### config.mk
export PLATFORM = sky130hd
export DESIGN_NAME = pmta_front
export DESIGN_NICKNAME = d
export VERILOG_FILES = /design/src/pmta_pkg.sv /design/src/pmta_front.sv
export SDC_FILE = /design/constraint.sdc
export NUM_CORES = 1
export LEC_CHECK = 0
export ABC_AREA = 1
export ABC_CLOCK_PERIOD_IN_PS = 13500
export BUFFER_PORTS_ARGS = -buffer_cell sky130_fd_sc_hd__buf_2
export CAP_MARGIN = 0
export CORE_MARGIN = 3
export CORE_UTILIZATION = 38
export DETAILED_ROUTE_END_ITERATION = 16
export GPL_ROUTABILITY_DRIVEN = 0
export PLACE_DENSITY = 0.59
export REMOVE_ABC_BUFFERS = 1
export SLEW_MARGIN = 20
export SYNTH_ARGS = -nofsm -noshare
export SYNTH_HDL_FRONTEND = slang
export SYNTH_SLANG_ARGS = --single-unit
export TNS_END_PERCENT = 5
### constraint.sdc
create_clock -name clk -period 13.5 [get_ports clk]
set_clock_uncertainty 0.2 [all_clocks]
set_input_delay 0.675 -clock clk [delete_from_list [all_inputs] [get_ports clk]]
set_output_delay 0.675 -clock clk [all_outputs]
set_load 0.01 [all_outputs]
### src/pmta_pkg.sv
`timescale 1ns / 1ps
package pmta_pkg;

    localparam int ENTRIES_DEF = 32;
    localparam int MARK_W      = 31;
    localparam int CNT_W       = 64;
    localparam int IN_TDATA_W  = 200;
    localparam int OUT_TDATA_W = 296;

    typedef enum logic [2:0] {
        CMD_BEGIN   = 3'd0,
        CMD_DUMP    = 3'd1,
        CMD_DESTROY = 3'd2,
        CMD_DENIED  = 3'd3,
        CMD_EXPORT  = 3'd4
    } cmd_t;

    typedef enum logic [1:0] {
        ST_OK       = 2'd0,
        ST_ZERO     = 2'd1,
        ST_NOTFOUND = 2'd2,
        ST_FULL     = 2'd3
    } status_t;

    localparam logic CFG_IN_MARK_BASE = 1'b0;
    localparam logic CFG_MARK_DELTA   = 1'b1;

    // One accepted command as it passes from the front part to the back part.
    typedef struct packed {
        logic [2:0]        command;
        logic [MARK_W-1:0] mark;
        logic [CNT_W-1:0]  reply_bytes;
        logic [CNT_W-1:0]  orig_bytes;
        logic              direction;
        logic [MARK_W-1:0] denied_bytes;
    } cmd_word_t;

    // One result word.
    typedef struct packed {
        logic              last;
        logic [CNT_W-1:0]  denied_out_total;
        logic [CNT_W-1:0]  denied_in_total;
        logic [CNT_W-1:0]  allowed_out_total;
        logic [CNT_W-1:0]  allowed_in_total;
        logic [MARK_W-1:0] export_mark;
        logic              entry_valid;
        logic [1:0]        status;
    } res_word_t;

    typedef enum logic [3:0] {
        B_IDLE,
        B_SEARCH,
        B_CLEAR,
        B_UPDATE,
        B_EMIT,
        B_EX_READ,
        B_EX_WAIT,
        B_EX_MATCH,
        B_EX_OUT,
        B_EX_OUTWAIT,
        B_EX_OUTSEND
    } bstate_t;

endpackage

### src/pmta_front.sv
`timescale 1ns / 1ps
module pmta_front (
    input  logic                  clk,
    input  logic                  rst_n,
    input  logic                  in_valid,
    output logic                  in_ready,
    input  pmta_pkg::cmd_word_t   in_word,
    output logic                  q_valid,
    input  logic                  q_ready,
    output pmta_pkg::cmd_word_t   q_word
);

    // Two-entry queue between the stream input and the back part.
    pmta_pkg::cmd_word_t slot_reg [2];
    logic                rd_ptr_reg, wr_ptr_reg;
    logic [1:0]          fill_reg;
    logic                push, pop;

    assign in_ready = (fill_reg != 2'd2);
    assign push     = in_valid && in_ready;
    assign q_valid  = (fill_reg != 2'd0);
    assign pop      = q_valid && q_ready;
    assign q_word   = slot_reg[rd_ptr_reg];

    always_ff @(posedge clk or negedge rst_n)
    begin
        if (!rst_n)
        begin
            rd_ptr_reg <= 1'b0;
            wr_ptr_reg <= 1'b0;
            fill_reg   <= 2'd0;
        end
        else
        begin
            if (push)
            begin
                wr_ptr_reg <= ~wr_ptr_reg;
            end
            if (pop)
            begin
                rd_ptr_reg <= ~rd_ptr_reg;
            end
            fill_reg <= fill_reg + {1'b0, push} - {1'b0, pop};
        end
    end

    // Payload storage needs no reset.
    always_ff @(posedge clk)
    begin
        if (push)
        begin
            slot_reg[wr_ptr_reg] <= in_word;
        end
    end

endmodule

==> reports/results.txt <==
Result of the run - completed
Hold Path Class - in2reg
Dominant cells by area after synthesis - edfxtp_1, nand2_1, buf_6
Synth Area in Simple Gates - 15.66%
Post-Synth XOR/XNOR Area - 0%
Fin nets - 1648
Clk sinks - 392
PwrDens - 222.9 nW/um^2
Htree depth - 2
Root buf cell - clkbuf_16
Max VDD drop - 0.0001165 V
Synth Area in Compound Gates - 0%
Initial DRC Count - 491
DRT Wirelength - 33.27 mm
Final hold vios - 0
Placed cell area - 16750 sq um
Minimum clock period - 3.990 ns
Mean routed wirelength per cell - 16.78 microns
Clock Path Buffers - 3
Layout area overhead - 25.29%
CP Capture Type - primary output
Vias in the first global route - 8856
Seq cells post-synth - 392
Setup violators final - 0
Commonest non-fill, non-tap cell in the layout - nand2_1
TNS Setup - 0 ns
Max Fclk - 0.2506 GHz
Overall routing resource usage - 16.17%
Layout cell share with drive strength beyond 1 - 31.00%
Total power - 4.015 mW
Num ports - 394
Largest family of logic cells by synthesized area - simple AND/OR/NAND/NOR gates
Most frequent cells in the layout - nand2_1, buf_2, edfxtp_1
Congestion Overflow GR - 0
Antenna violations before repair - 11
Clock-pin slew on the worst setup and hold paths - 0.06 ns
Core Area - 36960 sq um
Starting Density - 38.90%
ANT nets after route - 0
Critical Path RT - 12.62 ns
Hpwl dp - 21.09 mm
Synthesized cell area - 14380 sq um
Post-route cell area - 18010 sq um
Multiplexer share of the synthesized area - 0%
Chip width - 200.5 microns
Largest net degree at the start of global routing - 112
CTS Buf Count - 41
Routed vias/inst - 4.466
Synth Instances - 1045
Syn_area_per_cell - 13.76 sq um
Period utilization - 29.55%
Buffers added on ports - 393
Share of the synthesized area in the top cell type - 81.04%
1st-pass router iterations - 5
Crit path DAT - 3.11 ns
DRC violations left - 0
Distinct cell type count after synthesis - 11
Crit Path Max Fanout - 111
RSZ-0062 raised after global routing - no
Post-CTS setup buffers - 0
Worst setup SP type - register
Placed Cells - 1908
WS Path Type - reg2out
Worst-skew pair later-pin latency - 0.54 ns
Die area - 40210 sq um
Final cell count without fillers - 1983
Slew headroom - 34.77%
First-pass GRT wire length - 50.82 mm
Top cell type by total area after synthesis - edfxtp_1
Max FFs per register - 388
Max Cap Violations - 0
Via count - 8857
Leak - 7.704 nW
Die Ht - 200.5 microns
Post-synthesis sequential area ratio - 81.73%
YS warnings - 0
Adder-cell share of the synthesized area - 0.1740%
Worst Tran Pin Value - 0.9785 ns
CTS tree - built
FP Rows - 70
Slew Limit Fails - 0
==> repair_timing <==
item,in CTS,in global routing
hold buffers,1,0
hold endpoints to repair,4,0
endpoints found under the setup margin,0,0
resized for setup,0,0
==> critical path, stage by stage (launching register included) <==
cell	delay, ns
dfrtp_4	0.50
inv_6	0.56
buf_4	0.84
nand2_1	0.14
nand2_1	0.10
buf_2	0.14
==> through the flow <==
step,hold slack (ns),utilization (%),setup slack [ns]
floorplan,0.1794,-,3.744
global placement,0.2781,45.32,9.847
detailed placement,0.2752,45.32,9.858
CTS,0.07203,48.70,9.503
global route,0.08108,48.73,9.258
finish,0.1160,48.74,9.510
==> area by class of cell <==
cell class	count	area, sq um
clock inverters	14	118.9
well taps	504	630.6
inverters	9	46.29
multi-input cells	601	2285
diodes	5	12.51
flip-flops and latches	392	11760
repair buffers	403	2044
fillers	3269	18950
clock buffers	55	1121
==> layer usage <==
| metal | track usage (%) | vias up | part of all wire [%] |
|---|---|---|---|
| met4 | 6.449 | 10 | 3.0 |
| met5 | 0 | - | 0.21 |
| met3 | 5.789 | 77 | 8.3 |
| li1 | - | 4337 | - |
| met2 | 26.89 | 290 | 49 |
| met1 | 19.29 | 4143 | 40 |
==> kinds of logic after synthesis <==
kind of cell | after synthesis
fa+ha+maj | 2
buf+inv | 52
flops | 392
simple gates | 599
==> Yosys cell counts <==
| cell type | instances |
|---|---|
| nand2_1 | 595 |
| edfxtp_1 | 388 |
| buf_2 | 22 |
| buf_6 | 12 |
| buf_4 | 9 |
| inv_1 | 8 |
| dfrtp_1 | 4 |
| nand3_1 | 3 |
| ha_1 | 2 |
| inv_4 | 1 |
| nor2_1 | 1 |
==> worst paths after layout <==
kind,startpoint,end,slack (ns),cells past startpoint
max in group asynchronous,rst_n,rd_ptr_reg,12.69,2
worst max register to register,fill_reg[0],slot_reg[1][115],10.22,6
worst min-delay path,in_word[192],slot_reg[1][192],0.12,1
worst max-delay path,rd_ptr_reg,q_word[71],9.51,5
worst min register to register,wr_ptr_reg,wr_ptr_reg,0.29,2
min in group asynchronous,rst_n,fill_reg[0],0.27,2
==> where the power goes <==
| group | switching, mW | internal [mW] | total, mW |
|---|---|---|---|
| combinational | 0.867 | 0.378 | 1.24 |
| clock | 0.435 | 0.617 | 1.05 |
| sequential | 0.0556 | 1.66 | 1.72 |
No activity file was read; power rests on OpenSTA's default activity.
